===== config.mk =====
export PLATFORM = sky130hd
export DESIGN_NAME = two_rectangle_xor_outline
export DESIGN_NICKNAME = d
export VERILOG_FILES = /design/src/hw/rtl/tro_pkg.sv /design/src/hw/rtl/two_rectangle_xor_outline.sv /design/src/hw/rtl/tro_front.sv /design/src/hw/rtl/tro_queue.sv /design/src/hw/rtl/tro_back.sv
export SDC_FILE = /design/constraint.sdc
export NUM_CORES = 2
export LEC_CHECK = 0
export BUFFER_PORTS_ARGS = -buffer_cell sky130_fd_sc_hd__buf_2
export CORE_ASPECT_RATIO = 0.8
export CORE_MARGIN = 4
export CORE_UTILIZATION = 35
export CTS_CLUSTER_SIZE = 10
export DETAILED_ROUTE_END_ITERATION = 8
export PLACE_DENSITY = 0.55
export RECOVER_POWER = 25
export SLEW_MARGIN = 0
export SYNTH_ARGS = -nofsm -noshare
export SYNTH_HDL_FRONTEND = slang
export SYNTH_SLANG_ARGS = --single-unit
export TNS_END_PERCENT = 10

===== constraint.sdc =====
create_clock -name clk -period 38.5 [get_ports clk]
set_input_delay 3.85 -clock clk [delete_from_list [all_inputs] [get_ports clk]]
set_output_delay 3.85 -clock clk [all_outputs]
set_load 0.02 [all_outputs]

===== src/hw/rtl/tro_pkg.sv =====
package tro_pkg;

	// default coordinate width
	localparam int COORD_WIDTH_DEF = 32;

	// entries in the front-to-back queue
	localparam int QUEUE_DEPTH_DEF = 2;

	// partial products per rectangle pair: three areas, four half products each
	localparam int NUM_PP = 12;
	localparam int STEP_W = 4;

	// area slots in the front: subject, clip, bounding box
	localparam int NUM_AREAS = 3;
	localparam logic [1:0] AREA_S = 2'd0;
	localparam logic [1:0] AREA_C = 2'd1;
	localparam logic [1:0] AREA_U = 2'd2;

	// coordinate slots in one queue entry: path 0 rect, path 1 rect, meet rect
	localparam int NUM_COORDS = 12;
	localparam int C_P0 = 0;
	localparam int C_P1 = 4;
	localparam int C_MEET = 8;
	localparam int OFS_L = 0;
	localparam int OFS_T = 1;
	localparam int OFS_R = 2;
	localparam int OFS_B = 3;

	// what the back emits for one pair
	typedef enum logic [1:0] {
		KIND_NONE,
		KIND_ONE,
		KIND_TWO
	} kind_t;

	// vertex order of one emitted path
	typedef enum logic [2:0] {
		SHP_RECT,
		SHP_FLUSH_H,
		SHP_FLUSH_V,
		SHP_CUT_RB,
		SHP_CUT_RT,
		SHP_CUT_LT,
		SHP_CUT_LB
	} shape_t;

	// front sequencer states
	typedef enum logic {
		FR_IDLE,
		FR_MUL
	} front_state_t;

	// control part of one queue entry
	typedef struct packed {
		kind_t  kind;
		shape_t shape0;
		shape_t shape1;
	} ent_ctrl_t;

endpackage


===== src/hw/rtl/two_rectangle_xor_outline.sv =====
// a pair goes through the front steps, the queue and the back's entry and result registers
// 12 partial products per pair go through one shared multiplier before the next pair is taken
// the back emits 1 to 12 vertices per pair, one per cycle, while the front works on the next pair
// results cannot be held off; each vertex is on the ports for exactly one cycle
// arst_n low clears the front sequencer, the queue and the emitter; no pair survives reset
module two_rectangle_xor_outline #(
	parameter int COORD_WIDTH = tro_pkg::COORD_WIDTH_DEF,
	parameter int QUEUE_DEPTH = tro_pkg::QUEUE_DEPTH_DEF
) (
	input  logic                          clk,
	input  logic                          arst_n,
	input  logic                          start,
	output logic                          busy,
	input  logic signed [COORD_WIDTH-1:0] subj_left,
	input  logic signed [COORD_WIDTH-1:0] subj_top,
	input  logic signed [COORD_WIDTH-1:0] subj_right,
	input  logic signed [COORD_WIDTH-1:0] subj_bottom,
	input  logic signed [COORD_WIDTH-1:0] clip_left,
	input  logic signed [COORD_WIDTH-1:0] clip_top,
	input  logic signed [COORD_WIDTH-1:0] clip_right,
	input  logic signed [COORD_WIDTH-1:0] clip_bottom,
	output logic                          result_valid,
	output logic                          handled,
	output logic                          path_index,
	output logic signed [COORD_WIDTH-1:0] vertex_x,
	output logic signed [COORD_WIDTH-1:0] vertex_y,
	output logic                          path_end,
	output logic                          last
);

	localparam int CTRL_W = $bits(tro_pkg::ent_ctrl_t);
	localparam int XY_W = tro_pkg::NUM_COORDS * COORD_WIDTH;
	localparam int Q_W = CTRL_W + XY_W;

	logic push, full, pop, empty;
	tro_pkg::ent_ctrl_t push_ctrl, pop_ctrl;
	logic [tro_pkg::NUM_COORDS-1:0][COORD_WIDTH-1:0] push_coords, pop_coords;
	logic [Q_W-1:0] q_in, q_out;

	// classification front
	tro_front #(
		.COORD_WIDTH(COORD_WIDTH)
	) u_front (
		.clk        (clk),
		.arst_n     (arst_n),
		.start      (start),
		.busy       (busy),
		.subj_left  (subj_left),
		.subj_top   (subj_top),
		.subj_right (subj_right),
		.subj_bottom(subj_bottom),
		.clip_left  (clip_left),
		.clip_top   (clip_top),
		.clip_right (clip_right),
		.clip_bottom(clip_bottom),
		.push       (push),
		.push_ctrl  (push_ctrl),
		.push_coords(push_coords),
		.full       (full)
	);

	// queue between front and back
	assign q_in = {push_ctrl, push_coords};

	tro_queue #(
		.WIDTH(Q_W),
		.DEPTH(QUEUE_DEPTH)
	) u_queue (
		.clk      (clk),
		.arst_n   (arst_n),
		.push     (push),
		.push_data(q_in),
		.full     (full),
		.pop      (pop),
		.pop_data (q_out),
		.empty    (empty)
	);

	assign pop_ctrl = tro_pkg::ent_ctrl_t'(q_out[Q_W-1:XY_W]);
	assign pop_coords = q_out[XY_W-1:0];

	// vertex emitter
	tro_back #(
		.COORD_WIDTH(COORD_WIDTH)
	) u_back (
		.clk         (clk),
		.arst_n      (arst_n),
		.empty       (empty),
		.pop         (pop),
		.pop_ctrl    (pop_ctrl),
		.pop_coords  (pop_coords),
		.result_valid(result_valid),
		.handled     (handled),
		.path_index  (path_index),
		.vertex_x    (vertex_x),
		.vertex_y    (vertex_y),
		.path_end    (path_end),
		.last        (last)
	);

endmodule


===== src/hw/rtl/tro_front.sv =====
module tro_front #(
	parameter int COORD_WIDTH = tro_pkg::COORD_WIDTH_DEF
) (
	input  logic                                                clk,
	input  logic                                                arst_n,
	input  logic                                                start,
	output logic                                                busy,
	input  logic signed [COORD_WIDTH-1:0]                       subj_left,
	input  logic signed [COORD_WIDTH-1:0]                       subj_top,
	input  logic signed [COORD_WIDTH-1:0]                       subj_right,
	input  logic signed [COORD_WIDTH-1:0]                       subj_bottom,
	input  logic signed [COORD_WIDTH-1:0]                       clip_left,
	input  logic signed [COORD_WIDTH-1:0]                       clip_top,
	input  logic signed [COORD_WIDTH-1:0]                       clip_right,
	input  logic signed [COORD_WIDTH-1:0]                       clip_bottom,
	output logic                                                push,
	output tro_pkg::ent_ctrl_t                                  push_ctrl,
	output logic [tro_pkg::NUM_COORDS-1:0][COORD_WIDTH-1:0]     push_coords,
	input  logic                                                full
);

	localparam int W = COORD_WIDTH;
	localparam int HALF = (W + 1) / 2;
	localparam int EXT_W = 2 * HALF;
	localparam int ACC_W = 4 * HALF + 2;

	// exactly two sides shared with the meet, and not two opposite ones
	function automatic logic cut_ok(input logic tl, input logic tt, input logic tr,
		input logic tb);
		logic [2:0] cnt;
		cnt = 3'(tl) + 3'(tt) + 3'(tr) + 3'(tb);
		return (cnt == 3'd2) && !(tl && tr) && !(tt && tb);
	endfunction

	function automatic tro_pkg::shape_t cut_shape(input logic tl, input logic tt,
		input logic tr, input logic tb);
		tro_pkg::shape_t shp;
		if (tr && tb) begin
			shp = tro_pkg::SHP_CUT_RB;
		end else if (tr && tt) begin
			shp = tro_pkg::SHP_CUT_RT;
		end else if (tl && tt) begin
			shp = tro_pkg::SHP_CUT_LT;
		end else begin
			shp = tro_pkg::SHP_CUT_LB;
		end
		return shp;
	endfunction

	tro_pkg::front_state_t state_q, state_d;
	logic [tro_pkg::STEP_W-1:0] step_q, step_d;

	logic signed [W-1:0] sl_q, st_q, sr_q, sb_q, cl_q, ct_q, cr_q, cb_q;
	logic [EXT_W-1:0] ext_w_q [tro_pkg::NUM_AREAS];
	logic [EXT_W-1:0] ext_h_q [tro_pkg::NUM_AREAS];
	logic [EXT_W-1:0] pp_q;
	logic [1:0] pp_sub_q;
	logic pp_neg_q;
	logic [ACC_W-1:0] acc_q;

	logic accept, last_step;

	// extents of subject, clip and bounding box at the input
	logic signed [W-1:0] al [tro_pkg::NUM_AREAS];
	logic signed [W-1:0] at [tro_pkg::NUM_AREAS];
	logic signed [W-1:0] ar [tro_pkg::NUM_AREAS];
	logic signed [W-1:0] ab [tro_pkg::NUM_AREAS];
	logic [W-1:0] dw [tro_pkg::NUM_AREAS];
	logic [W-1:0] dh [tro_pkg::NUM_AREAS];
	logic [EXT_W-1:0] in_ext_w [tro_pkg::NUM_AREAS];
	logic [EXT_W-1:0] in_ext_h [tro_pkg::NUM_AREAS];

	always_comb begin
		al[tro_pkg::AREA_S] = subj_left;
		at[tro_pkg::AREA_S] = subj_top;
		ar[tro_pkg::AREA_S] = subj_right;
		ab[tro_pkg::AREA_S] = subj_bottom;
		al[tro_pkg::AREA_C] = clip_left;
		at[tro_pkg::AREA_C] = clip_top;
		ar[tro_pkg::AREA_C] = clip_right;
		ab[tro_pkg::AREA_C] = clip_bottom;
		al[tro_pkg::AREA_U] = (subj_left < clip_left) ? subj_left : clip_left;
		at[tro_pkg::AREA_U] = (subj_top < clip_top) ? subj_top : clip_top;
		ar[tro_pkg::AREA_U] = (subj_right > clip_right) ? subj_right : clip_right;
		ab[tro_pkg::AREA_U] = (subj_bottom > clip_bottom) ? subj_bottom : clip_bottom;
		for (int k = 0; k < tro_pkg::NUM_AREAS; k++) begin
			dw[k] = ar[k] - al[k];
			dh[k] = ab[k] - at[k];
			if (ar[k] > al[k] && ab[k] > at[k]) begin
				in_ext_w[k] = EXT_W'(dw[k]);
				in_ext_h[k] = EXT_W'(dh[k]);
			end else begin
				in_ext_w[k] = '0;
				in_ext_h[k] = '0;
			end
		end
	end

	// shared multiplier: one half-width partial product per step
	logic [1:0] area_idx, sub;
	logic [HALF-1:0] mul_a, mul_b;
	logic [EXT_W-1:0] product;

	assign area_idx = step_q[tro_pkg::STEP_W-1:2];
	assign sub = step_q[1:0];
	assign mul_a = sub[1] ? ext_w_q[area_idx][EXT_W-1:HALF] : ext_w_q[area_idx][HALF-1:0];
	assign mul_b = sub[0] ? ext_h_q[area_idx][EXT_W-1:HALF] : ext_h_q[area_idx][HALF-1:0];
	assign product = EXT_W'(mul_a) * EXT_W'(mul_b);

	// accumulate area(s) + area(c) - area(bounding box)
	logic [ACC_W-1:0] term, term_sh, acc_sum;

	always_comb begin
		term = ACC_W'(pp_q);
		if (pp_sub_q[1] && pp_sub_q[0]) begin
			term_sh = term << (2 * HALF);
		end else if (pp_sub_q[1] ^ pp_sub_q[0]) begin
			term_sh = term << HALF;
		end else begin
			term_sh = term;
		end
		acc_sum = pp_neg_q ? (acc_q - term_sh) : (acc_q + term_sh);
	end

	// sequencer
	assign last_step = (state_q == tro_pkg::FR_MUL) &&
		(step_q == tro_pkg::STEP_W'(tro_pkg::NUM_PP));
	assign push = last_step && !full;
	assign busy = !((state_q == tro_pkg::FR_IDLE) || push);
	assign accept = start && !busy;

	always_comb begin
		state_d = state_q;
		step_d = step_q;
		case (state_q)
			tro_pkg::FR_IDLE: begin
				if (accept) begin
					state_d = tro_pkg::FR_MUL;
					step_d = '0;
				end
			end
			tro_pkg::FR_MUL: begin
				if (push) begin
					state_d = accept ? tro_pkg::FR_MUL : tro_pkg::FR_IDLE;
					step_d = '0;
				end else if (!last_step) begin
					step_d = step_q + 1'b1;
				end
			end
			default: begin
				state_d = tro_pkg::FR_IDLE;
				step_d = '0;
			end
		endcase
	end

	always_ff @(posedge clk or negedge arst_n) begin
		if (!arst_n) begin
			state_q <= tro_pkg::FR_IDLE;
			step_q <= '0;
		end else begin
			state_q <= state_d;
			step_q <= step_d;
		end
	end

	// operand capture, partial products and accumulator
	always_ff @(posedge clk) begin
		if (accept) begin
			sl_q <= subj_left;
			st_q <= subj_top;
			sr_q <= subj_right;
			sb_q <= subj_bottom;
			cl_q <= clip_left;
			ct_q <= clip_top;
			cr_q <= clip_right;
			cb_q <= clip_bottom;
			ext_w_q <= in_ext_w;
			ext_h_q <= in_ext_h;
			acc_q <= '0;
		end else if (state_q == tro_pkg::FR_MUL && !last_step) begin
			pp_q <= product;
			pp_sub_q <= sub;
			pp_neg_q <= (area_idx == tro_pkg::AREA_U);
			if (step_q != '0) begin
				acc_q <= acc_sum;
			end
		end
	end

	// classification on the last step
	logic signed [W-1:0] ml, mt, mr, mb, ul, ut, ur, ub;
	logic strict, union_ok, vert_touch, horz_touch, flush_h, flush_v, share;
	logic s_ok, c_ok;
	tro_pkg::ent_ctrl_t ctrl;

	always_comb begin
		ml = (sl_q > cl_q) ? sl_q : cl_q;
		mt = (st_q > ct_q) ? st_q : ct_q;
		mr = (sr_q < cr_q) ? sr_q : cr_q;
		mb = (sb_q < cb_q) ? sb_q : cb_q;
		ul = (sl_q < cl_q) ? sl_q : cl_q;
		ut = (st_q < ct_q) ? st_q : ct_q;
		ur = (sr_q > cr_q) ? sr_q : cr_q;
		ub = (sb_q > cb_q) ? sb_q : cb_q;
		strict = (ml < mr) && (mt < mb);
		union_ok = (acc_sum == '0);
		vert_touch = (sr_q == cl_q) || (cr_q == sl_q);
		horz_touch = (sb_q == ct_q) || (cb_q == st_q);
		flush_h = (st_q == ct_q) && (sb_q == cb_q) && vert_touch;
		flush_v = (sl_q == cl_q) && (sr_q == cr_q) && horz_touch;
		share = (vert_touch && (mt < mb)) || (horz_touch && (ml < mr));
		s_ok = cut_ok(ml == sl_q, mt == st_q, mr == sr_q, mb == sb_q);
		c_ok = cut_ok(ml == cl_q, mt == ct_q, mr == cr_q, mb == cb_q);

		ctrl.kind = tro_pkg::KIND_NONE;
		ctrl.shape0 = tro_pkg::SHP_RECT;
		ctrl.shape1 = tro_pkg::SHP_RECT;
		if (!strict) begin
			if (union_ok) begin
				ctrl.kind = tro_pkg::KIND_ONE;
				if (flush_h) begin
					ctrl.shape0 = tro_pkg::SHP_FLUSH_H;
				end else if (flush_v) begin
					ctrl.shape0 = tro_pkg::SHP_FLUSH_V;
				end
			end else if (!share) begin
				ctrl.kind = tro_pkg::KIND_TWO;
			end
		end else if (s_ok && c_ok) begin
			ctrl.kind = tro_pkg::KIND_TWO;
			ctrl.shape0 = cut_shape(ml == sl_q, mt == st_q, mr == sr_q, mb == sb_q);
			ctrl.shape1 = cut_shape(ml == cl_q, mt == ct_q, mr == cr_q, mb == cb_q);
		end

		// path 0 is the bounding box for a single path, else the subject
		if (ctrl.kind == tro_pkg::KIND_ONE) begin
			push_coords[tro_pkg::C_P0 + tro_pkg::OFS_L] = ul;
			push_coords[tro_pkg::C_P0 + tro_pkg::OFS_T] = ut;
			push_coords[tro_pkg::C_P0 + tro_pkg::OFS_R] = ur;
			push_coords[tro_pkg::C_P0 + tro_pkg::OFS_B] = ub;
		end else begin
			push_coords[tro_pkg::C_P0 + tro_pkg::OFS_L] = sl_q;
			push_coords[tro_pkg::C_P0 + tro_pkg::OFS_T] = st_q;
			push_coords[tro_pkg::C_P0 + tro_pkg::OFS_R] = sr_q;
			push_coords[tro_pkg::C_P0 + tro_pkg::OFS_B] = sb_q;
		end
		push_coords[tro_pkg::C_P1 + tro_pkg::OFS_L] = cl_q;
		push_coords[tro_pkg::C_P1 + tro_pkg::OFS_T] = ct_q;
		push_coords[tro_pkg::C_P1 + tro_pkg::OFS_R] = cr_q;
		push_coords[tro_pkg::C_P1 + tro_pkg::OFS_B] = cb_q;
		push_coords[tro_pkg::C_MEET + tro_pkg::OFS_L] = ml;
		push_coords[tro_pkg::C_MEET + tro_pkg::OFS_T] = mt;
		push_coords[tro_pkg::C_MEET + tro_pkg::OFS_R] = mr;
		push_coords[tro_pkg::C_MEET + tro_pkg::OFS_B] = mb;
	end

	assign push_ctrl = ctrl;

endmodule


===== src/hw/rtl/tro_queue.sv =====
module tro_queue #(
	parameter int WIDTH = 8,
	parameter int DEPTH = tro_pkg::QUEUE_DEPTH_DEF
) (
	input  logic             clk,
	input  logic             arst_n,
	input  logic             push,
	input  logic [WIDTH-1:0] push_data,
	output logic             full,
	input  logic             pop,
	output logic [WIDTH-1:0] pop_data,
	output logic             empty
);

	localparam int PTR_W = (DEPTH > 1) ? $clog2(DEPTH) : 1;
	localparam int CNT_W = $clog2(DEPTH + 1);

	logic [WIDTH-1:0] slot_q [DEPTH];
	logic [PTR_W-1:0] wr_ptr_q, rd_ptr_q;
	logic [CNT_W-1:0] count_q;
	logic do_push, do_pop;

	assign full = (count_q == CNT_W'(DEPTH));
	assign empty = (count_q == '0);
	assign do_push = push && !full;
	assign do_pop = pop && !empty;
	assign pop_data = slot_q[rd_ptr_q];

	// pointers and fill count
	always_ff @(posedge clk or negedge arst_n) begin
		if (!arst_n) begin
			wr_ptr_q <= '0;
			rd_ptr_q <= '0;
			count_q <= '0;
		end else begin
			if (do_push) begin
				wr_ptr_q <= (wr_ptr_q == PTR_W'(DEPTH - 1)) ? '0 : wr_ptr_q + 1'b1;
			end
			if (do_pop) begin
				rd_ptr_q <= (rd_ptr_q == PTR_W'(DEPTH - 1)) ? '0 : rd_ptr_q + 1'b1;
			end
			if (do_push && !do_pop) begin
				count_q <= count_q + 1'b1;
			end else if (do_pop && !do_push) begin
				count_q <= count_q - 1'b1;
			end
		end
	end

	// entry storage
	always_ff @(posedge clk) begin
		if (do_push) begin
			slot_q[wr_ptr_q] <= push_data;
		end
	end

endmodule


===== src/hw/rtl/tro_back.sv =====
module tro_back #(
	parameter int COORD_WIDTH = tro_pkg::COORD_WIDTH_DEF
) (
	input  logic                                            clk,
	input  logic                                            arst_n,
	input  logic                                            empty,
	output logic                                            pop,
	input  tro_pkg::ent_ctrl_t                              pop_ctrl,
	input  logic [tro_pkg::NUM_COORDS-1:0][COORD_WIDTH-1:0] pop_coords,
	output logic                                            result_valid,
	output logic                                            handled,
	output logic                                            path_index,
	output logic signed [COORD_WIDTH-1:0]                   vertex_x,
	output logic signed [COORD_WIDTH-1:0]                   vertex_y,
	output logic                                            path_end,
	output logic                                            last
);

	localparam int W = COORD_WIDTH;

	// coordinate picks: own rect low/high side, meet low/high side
	localparam logic [1:0] PLO = 2'd0;
	localparam logic [1:0] PHI = 2'd1;
	localparam logic [1:0] ILO = 2'd2;
	localparam logic [1:0] IHI = 2'd3;

	localparam logic [2:0] RECT_LAST = 3'd3;
	localparam logic [2:0] SIX_LAST = 3'd5;

	// vertex order tables, vertex 0 in the rightmost slot
	function automatic logic [3:0] pick(input tro_pkg::shape_t shp, input logic [2:0] j);
		logic [5:0][1:0] xt, yt;
		case (shp)
			tro_pkg::SHP_RECT: begin
				xt = {PLO, PLO, PHI, PLO, PLO, PHI};
				yt = {PLO, PLO, PLO, PLO, PHI, PHI};
			end
			tro_pkg::SHP_FLUSH_H: begin
				xt = {PLO, PLO, ILO, PHI, PHI, ILO};
				yt = {PLO, PHI, PHI, PHI, PLO, PLO};
			end
			tro_pkg::SHP_FLUSH_V: begin
				xt = {PHI, PHI, PLO, PLO, PLO, PHI};
				yt = {ILO, PLO, PLO, ILO, PHI, PHI};
			end
			tro_pkg::SHP_CUT_RB: begin
				xt = {PHI, PLO, PLO, ILO, ILO, PHI};
				yt = {PLO, PLO, PHI, PHI, ILO, ILO};
			end
			tro_pkg::SHP_CUT_RT: begin
				xt = {ILO, PLO, PLO, PHI, PHI, ILO};
				yt = {PLO, PLO, PHI, PHI, IHI, IHI};
			end
			tro_pkg::SHP_CUT_LT: begin
				xt = {PHI, IHI, IHI, PLO, PLO, PHI};
				yt = {PLO, PLO, IHI, IHI, PHI, PHI};
			end
			tro_pkg::SHP_CUT_LB: begin
				xt = {PHI, PLO, PLO, IHI, IHI, PHI};
				yt = {PLO, PLO, ILO, ILO, PHI, PHI};
			end
			default: begin
				xt = '0;
				yt = '0;
			end
		endcase
		return {xt[j], yt[j]};
	endfunction

	tro_pkg::ent_ctrl_t cur_ctrl_q;
	logic [tro_pkg::NUM_COORDS-1:0][W-1:0] cur_xy_q;
	logic active_q, path_q;
	logic [2:0] vert_q;

	tro_pkg::shape_t shp;
	logic is_none, is_end, is_last;
	logic [1:0] xsel, ysel;
	logic [W-1:0] p_l, p_t, p_r, p_b, vx, vy;

	// current vertex
	always_comb begin
		shp = path_q ? cur_ctrl_q.shape1 : cur_ctrl_q.shape0;
		is_none = (cur_ctrl_q.kind == tro_pkg::KIND_NONE);
		is_end = (vert_q == ((shp == tro_pkg::SHP_RECT) ? RECT_LAST : SIX_LAST));
		is_last = is_none || (is_end && ((cur_ctrl_q.kind != tro_pkg::KIND_TWO) || path_q));
		{xsel, ysel} = pick(shp, vert_q);
		p_l = path_q ? cur_xy_q[tro_pkg::C_P1 + tro_pkg::OFS_L]
			: cur_xy_q[tro_pkg::C_P0 + tro_pkg::OFS_L];
		p_t = path_q ? cur_xy_q[tro_pkg::C_P1 + tro_pkg::OFS_T]
			: cur_xy_q[tro_pkg::C_P0 + tro_pkg::OFS_T];
		p_r = path_q ? cur_xy_q[tro_pkg::C_P1 + tro_pkg::OFS_R]
			: cur_xy_q[tro_pkg::C_P0 + tro_pkg::OFS_R];
		p_b = path_q ? cur_xy_q[tro_pkg::C_P1 + tro_pkg::OFS_B]
			: cur_xy_q[tro_pkg::C_P0 + tro_pkg::OFS_B];
		case (xsel)
			PLO: vx = p_l;
			PHI: vx = p_r;
			ILO: vx = cur_xy_q[tro_pkg::C_MEET + tro_pkg::OFS_L];
			IHI: vx = cur_xy_q[tro_pkg::C_MEET + tro_pkg::OFS_R];
			default: vx = p_l;
		endcase
		case (ysel)
			PLO: vy = p_t;
			PHI: vy = p_b;
			ILO: vy = cur_xy_q[tro_pkg::C_MEET + tro_pkg::OFS_T];
			IHI: vy = cur_xy_q[tro_pkg::C_MEET + tro_pkg::OFS_B];
			default: vy = p_t;
		endcase
	end

	// take the next entry as soon as the current one finishes
	assign pop = !empty && (!active_q || is_last);

	always_ff @(posedge clk or negedge arst_n) begin
		if (!arst_n) begin
			active_q <= 1'b0;
			path_q <= 1'b0;
			vert_q <= '0;
			result_valid <= 1'b0;
		end else begin
			result_valid <= active_q;
			if (pop) begin
				active_q <= 1'b1;
				path_q <= 1'b0;
				vert_q <= '0;
			end else if (active_q && is_last) begin
				active_q <= 1'b0;
			end else if (active_q) begin
				if (is_end) begin
					path_q <= 1'b1;
					vert_q <= '0;
				end else begin
					vert_q <= vert_q + 1'b1;
				end
			end
		end
	end

	// entry and result registers
	always_ff @(posedge clk) begin
		if (pop) begin
			cur_ctrl_q <= pop_ctrl;
			cur_xy_q <= pop_coords;
		end
		handled <= !is_none;
		path_index <= !is_none && path_q;
		vertex_x <= is_none ? '0 : $signed(vx);
		vertex_y <= is_none ? '0 : $signed(vy);
		path_end <= !is_none && is_end;
		last <= is_last;
	end

endmodule


# Word level (Yosys, flattened, before mapping)
# Memory sizes are Yosys's and may differ from the RTL's. A register that Yosys moved wholly into a read port is not among the register bits.
# Index checks and enable logic that the tools add are counted.
totals:
  ff_bits: 632
  latchBits: 0
  ramBits: 784
  mem_bits_ro: 0
  inputBits: 259
  output_inout_bits: 70
  wordCells: 269
  n_memories: 1
op_classes:
  n_addsub: 20
  n_mul: 1
  n_div: 0
  magnitude_cmp: 22
  eq_ne: 39
  n_shift: 0
  muxes: 75
  bitwise: 4
  reduce_logical: 74
mem_list:
  columns: ["name", "depth", "word_bits", "rd", "rd_ports_with_merged_regs", "write_ports", "line", "rtl"]
  rows:
  - ["u_queue.slot_q", 2, 392, 1, 1, 1, "tro_queue.sv:18", "logic [WIDTH-1:0] slot_q [DEPTH];"]
op_table:
  columns: ["cell", "n"]
  rows:
  - ["$mux W32", 20]
  - ["$eq A32 B32 Y1", 16]
  - ["$gt A32 B32 Y1", 12]
  - ["$lt A32 B32 Y1", 8]
  - ["$pmux W32 S4", 2]
  - ["$sub A32 B32 Y32", 6]
  - ["$pmux W12 S7", 2]
  - ["$mux W66", 2]
  - ["$bmux W32 S2", 2]
  - ["$mux W128", 1]
  - ["$add A66 B66 Y66", 1]
  - ["$logic_not A66 Y1", 1]
  - ["$sub A66 B66 Y66", 1]
  - ["$mux W48", 1]
  - ["$logic_and A1 B1 Y1", 39]
  - ["$mul A16 B16 Y32", 1]
  - ["$mux W16", 2]
  - ["$mux W3", 10]
  - ["$mux W2", 12]
  - ["$add A3 B1 Y3", 4]
  - ["$bmux W2 S3", 2]
  - ["$eq A2 B2 Y1 const B", 6]
  - ["$eq A3 B2 Y1 const B", 4]
  - ["$logic_not A1 Y1", 12]
  - ["other kinds (32)", 68]

# Longest topological paths before layout
depth:
  word_depth: 14
  depth_mapped: 37
  depth_no_buf: 30

# Cells and area by module
# Synthesis repeated with hierarchy kept, for this count alone.
hier_totals:
  hier_cells: 8788
  area_unflattened_um2: 106749.9
modules_own_cells:
  columns: ["module", "instances", "cells_per_inst", "area_each_um2", "seq_area_each_um2"]
  rows:
  - ["tro_front", 1, 6549, 59258.1, 15950.3]
  - ["tro_queue", 1, 1239, 30083.9, 23642.7]
  - ["tro_back", 1, 1000, 17407.9, 13282.7]

# Least setup slack after synthesis
# Ideal clock, no wire load.
synth_path:
  kind: "register to register"
  from: "reg u_front.step_q[0] in the netlist's numbering"
  to: "mem u_queue.slot_q[0][0] in the netlist's numbering, enable pin"
  setup_ns: 1.630
  arrival_ns: 27.708
  t_required_ns: 36.870
  path_slack_ns: 9.162
  path_stages_with_launch: 7
  n_path_buf: 2
  period_less_slack_ns: 29.338
  path_cell_list: "dfrtp_1 clkbuf_1 clkbuf_1 inv_1 ha_1 nand4_1 nor3_1"
synth_via:
  elab_chain_cells: 6
synth_rtl:
  columns: ["item", "line", "rtl"]
  rows:
  - ["from (decl)", "tro_front.sv:51", "logic [tro_pkg::STEP_W-1:0] step_q, step_d;"]
  - ["from (signal assigned)", "tro_front.sv:163", "step_q <= step_d;"]
  - ["$eq A4 B4 Y1", "tro_front.sv:127", "(step_q == tro_pkg::STEP_W'(tro_pkg::NUM_PP));"]
  - ["$logic_and A1 B1 Y1", "tro_front.sv:126", "assign last_step = (state_q == tro_pkg::FR_MUL) &&"]
  - ["$logic_and A1 B1 Y1", "tro_front.sv:128", "assign push = last_step && !full;"]
  - ["$logic_and A1 B1 Y1", "tro_queue.sv:25", "assign do_push = push && !full;"]
  - ["$mux W1", "tro_queue.sv:52", "if (do_push) begin"]
  - ["$mux W1 (not written as such)", "tro_queue.sv:53", "slot_q[wr_ptr_q] <= push_data;"]
  - ["to (decl)", "tro_queue.sv:18", null]
# No other way between the ends.

# Worst setup path after layout
layout_path:
  from: "in clip_bottom[1]"
  to: "reg u_front.ext_h_q[14] in the netlist's numbering (data pin)"
layout_via:
  elab_chain_cells: 4
  word_cells_on_any_way: 5
  classes_between: "1 x add/sub; 2 x order compare; 1 x mux; 1 x reduce/logical"
layout_rtl:
  columns: ["item", "line", "rtl"]
  rows:
  - ["from (decl)", "two_rectangle_xor_outline.sv:21", "input logic signed [COORD_WIDTH-1:0] clip_bottom,"]
  - ["$gt A32 B32 Y1", "tro_front.sv:85", "ab[tro_pkg::AREA_U] = (subj_bottom > clip_bottom) ? subj_bottom : clip_bottom;"]
  - ["$mux W32 (*)", "tro_front.sv:85", null]
  - ["$gt A32 B32 Y1", "tro_front.sv:89", "if (ar[k] > al[k] && ab[k] > at[k]) begin"]
  - ["$logic_and A1 B1 Y1", "tro_front.sv:89", null]
  - ["to (signal assigned)", "tro_front.sv:179", "ext_h_q <= in_ext_h;"]
  - ["to (decl)", "tro_front.sv:55", "logic [EXT_W-1:0] ext_h_q [tro_pkg::NUM_AREAS];"]
# Every way passes the cells marked *; elsewhere a longest branch is shown, timed or not.
# A chain may end at the register's enable or synchronous reset.

==> run_results.csv <==
group,metric,value,unit
logic_synthesis,yosys.area.top_type,"edfxtp_1",
floorplan,die_w,620.5,microns
timing,drv_slew,585,
clock_network,holdBufCountCts,0,
clock_network,ctsResizeCount,0,
timing,slew_headroom,-5.663,
timing,post-route-min-period,12.66,ns
logic_synthesis,synth_edf_count,1659,
logic_synthesis,postSynth.asyncResetShare,0.008296,
timing,fin_crit_sh,0.3289,
floorplan,initial_core_util,0.3524,
clock_network,clk_latency,0.97,ns
global_routing,grt_pass1_vias,72640,
logic_synthesis,yosys_warnings,0,
logic_synthesis,synth_top_cell_area_share,0.4742,
logic_synthesis,synth_nets,10070,
setup_path,cp-start-kind,"primary input",
routing,drt_iter0_drc,9330,
setup_path,crit_type,"in2reg",
placed_design,port_buffers,328,
clock_network,cts_buffer_depth,4,
routing,drc,0,
finish,n_fill_cell,28520,
setup_path,path_max_fanout,32,
finish,fin_cells,13510,
hold_path,hp-class,"reg2reg",
routing,dr.pass1.iters,6,
clock_network,postCtsSetupRepairBufs,0,
global_routing,grt_usage,0.2452,
placed_design,gp_congestion,1.017,
finish,post_route_cells_drive_above_1_share,0.1280,
routing,routed_wl,391.6,mm
setup_path,r2r_slack,26.12,ns
floorplan,ioPinCount,329,
finish,nNetsFinal,10500,
setup_path,cpMostUsedCell,"o21ai_0",
logic_synthesis,syn_avg_cell_area,11.78,sq um
timing,tightest_slew,9.995,ns
placed_design,place_inst,13110,
routing,vias,76160,
setup_path,cp_slowest_cell,"nand3_2",
finish,syn2layout_area_growth,12.43,%
clock_network,path_clk_slew,0.06,ns
placed_design,hpwl,290.6,mm
floorplan,fp.dieH,498.0,microns
floorplan,dieArea,0.3090,sq mm
routing,avgRoutedWirePerCell,28.98,microns
timing,timing.final.ws_setup,25.84,ns
logic_synthesis,ys_ff_latch,1808,
run_status,violations,"capacitance limit, slew limit",
timing,finalSetupViolCount,0,
logic_synthesis,synth_cells,8920,
timing,whs,0.4108,ns
logic_synthesis,netlist_area,0.1051,sq mm
logic_synthesis,synth_ff_type,"edfxtp_1",
clock_network,cts_buffers,219,
global_routing,grt_max_degree,152,
global_routing,antenna_found_initial,73,
setup_path,slowest_delay,0.84,ns
placed_design,dp_slack,25.38,ns
timing,hold_viol_final,0,
run_status,status,"finished, violations left",
floorplan,core_area,0.2981,sq mm
timing,rsz0062_at_grt,"no",
clock_network,cts_tree,"yes",
routing,ant_nets,0,
routing,via_per_inst,5.637,
setup_path,crit_required,39.19,ns
timing,tns,0,ns
logic_synthesis,ys_types,103,
clock_network,htreeDepth,4,
timing,max_freq,78.97,MHz
flow_run,maxCapViolCount,10,
setup_path,arrival,13.35,ns
logic_synthesis,yosysSeqAreaShare,0.5033,
clock_network,clock-sinks,1808,
logic_synthesis,synth_area_leaders,"edfxtp_1 47%, ha_1 8.2%, mux2_2 6.5%, fa_1 3.9%, inv_1 2.8%",
floorplan,core.rowCount,179,
clock_network,cts.root.buffer_cell,"clkbuf_16",
timing,skew,0.1653,ns
global_routing,grt_first_pass_wirelength,548.9,mm
global_routing,gr-total-overflow,0,
setup_path,crit_path_end_kind,"flop",
==> metrics by stage <==
stage,instance area (sq um),util
6_report,118100,0.3962
2_1_floorplan,105100,-
4_1_cts,118700,0.3980
3_5_place_dp,112200,0.3764
3_3_place_gp,112200,0.3764
5_1_grt,118100,0.3961
==> routing by layer <==
metal / wire length (microns) / track usage / vias to the layer above / part of all wire
met3: 36340 / 0.04886 / 643 / 0.093
met5: 176 / 0 / - / 0.00045
li1: - / - / 33440 / -
met4: 15240 / 0.08561 / 26 / 0.039
met2: 160800 / 0.3448 / 3574 / 0.41
met1: 179100 / 0.3709 / 38480 / 0.46
==> state kept, by name, indices dropped and copies added (netlist names), 66 cells and up <==
signal,cells
u_back.cur_xy_q,384
u_front.acc_q,66
u_front.ext_h_q,96
u_front.ext_w_q,96
u_queue.slot_q,784
==> final cells by class <==
cell class                 instances  area, sq um  area share
sequential                      1808        52880      0.4477
multi-input combinational       6011        48180      0.4079
clock buffer                     345         6045     0.05118
tap                             3982         4982     0.04218
inverter                         772         2905     0.02460
timing repair buffer             535         2666     0.02258
clock inverter                    37        404.1    0.003422
antenna                           20        50.05   0.0004238
==> critical path, delay by kind of cell <==
kind / cells / cell delay (ns)
AOI/OAI and AO/OA: 17 / 5.03
adders and majority gates: 3 / 1.03
and+or+nand+nor: 5 / 1.33
muxes: 1 / 0.16
buffers and inverters: 5 / 1.82
==> path summary, 6_finish.rpt <==
kind | from | endpoint | cells after the start
min in group asynchronous | arst_n | u_queue.wr_ptr_q$_DFFE_PN0P_ | 1
max in group asynchronous | arst_n | u_front.step_q[1]$_DFFE_PN0P_ | 1
max reg2reg | u_front.step_q[1]$_DFFE_PN0P_ | u_queue.slot_q[0][272]$_DFFE_PP_ | 8
min reg2reg | u_back.active_q$_DFFE_PN0P_ | u_back.result_valid$_DFF_PN0_ | 0
min | u_back.active_q$_DFFE_PN0P_ | u_back.result_valid$_DFF_PN0_ | 0
max | clip_bottom[1] | u_front.ext_h_q[14]$_SDFFCE_PN0P_ | 31
==> kinds of logic (layout without fill, tap and decap cells) <==
kind of cell	after synthesis	after routing	synth area share
xor gates and xnor gates	492	492	0.04102
adders and majority gates	891	891	0.1206
muxes	961	961	0.1037
DFF	1808	1808	0.5033
other	0	20	0
and+or+nand+nor	2044	2044	0.09135
AOI/OAI and AO/OA	1623	1623	0.09994
buffers and inverters	1101	1689	0.04003
==> layout by cell type (no fill, tap or decap), drive strengths merged, types with 55 or more instances in the layout <==
master,synthesis,routed
o211ai,124,124
o21ai,296,296
a21o,240,240
and2,61,61
nand4,156,156
nor4,67,67
nor2,566,566
a21oi,494,494
ha,688,688
buf,57,216
nor2b,99,99
nand3,98,98
fa,203,203
nor3,106,106
xnor2,269,269
inv,770,772
mux2,642,642
nand2b,62,62
a31oi,55,55
dfxtp,134,134
edfxtp,1659,1659
nand2,666,666
mux2i,287,287
xor2,223,223
clkbuf,272,664
==> cells in the mapped netlist, types with 17 or more instances <==
| master | number |
|---|---|
| a211o_1 | 38 |
| a211oi_1 | 49 |
| a21boi_0 | 17 |
| a21o_1 | 240 |
| a21oi_1 | 491 |
| a221oi_1 | 19 |
| a31oi_1 | 54 |
| and2_1 | 60 |
| and3_1 | 40 |
| buf_1 | 34 |
| buf_2 | 18 |
| clkbuf_1 | 270 |
| dfxtp_1 | 134 |
| edfxtp_1 | 1659 |
| fa_1 | 203 |
| ha_1 | 688 |
| inv_1 | 770 |
| mux2_2 | 609 |
| mux2_4 | 19 |
| mux2i_1 | 287 |
| mux4_2 | 32 |
| nand2_1 | 665 |
| nand2b_1 | 62 |
| nand3_1 | 97 |
| nand4_1 | 156 |
| nor2_1 | 566 |
| nor2b_1 | 99 |
| nor3_1 | 106 |
| nor4_1 | 67 |
| o211ai_1 | 124 |
| o21a_1 | 39 |
| o21ai_0 | 279 |
| o21ai_1 | 17 |
| o21bai_1 | 47 |
| o22ai_1 | 33 |
| o31ai_1 | 19 |
| or2_2 | 22 |
| or3_1 | 26 |
| xnor2_1 | 269 |
| xor2_1 | 223 |
Power is left out: the tool's default activity adds up to more than one toggle a clock period on the data nets, which glitch-free logic cannot reach.
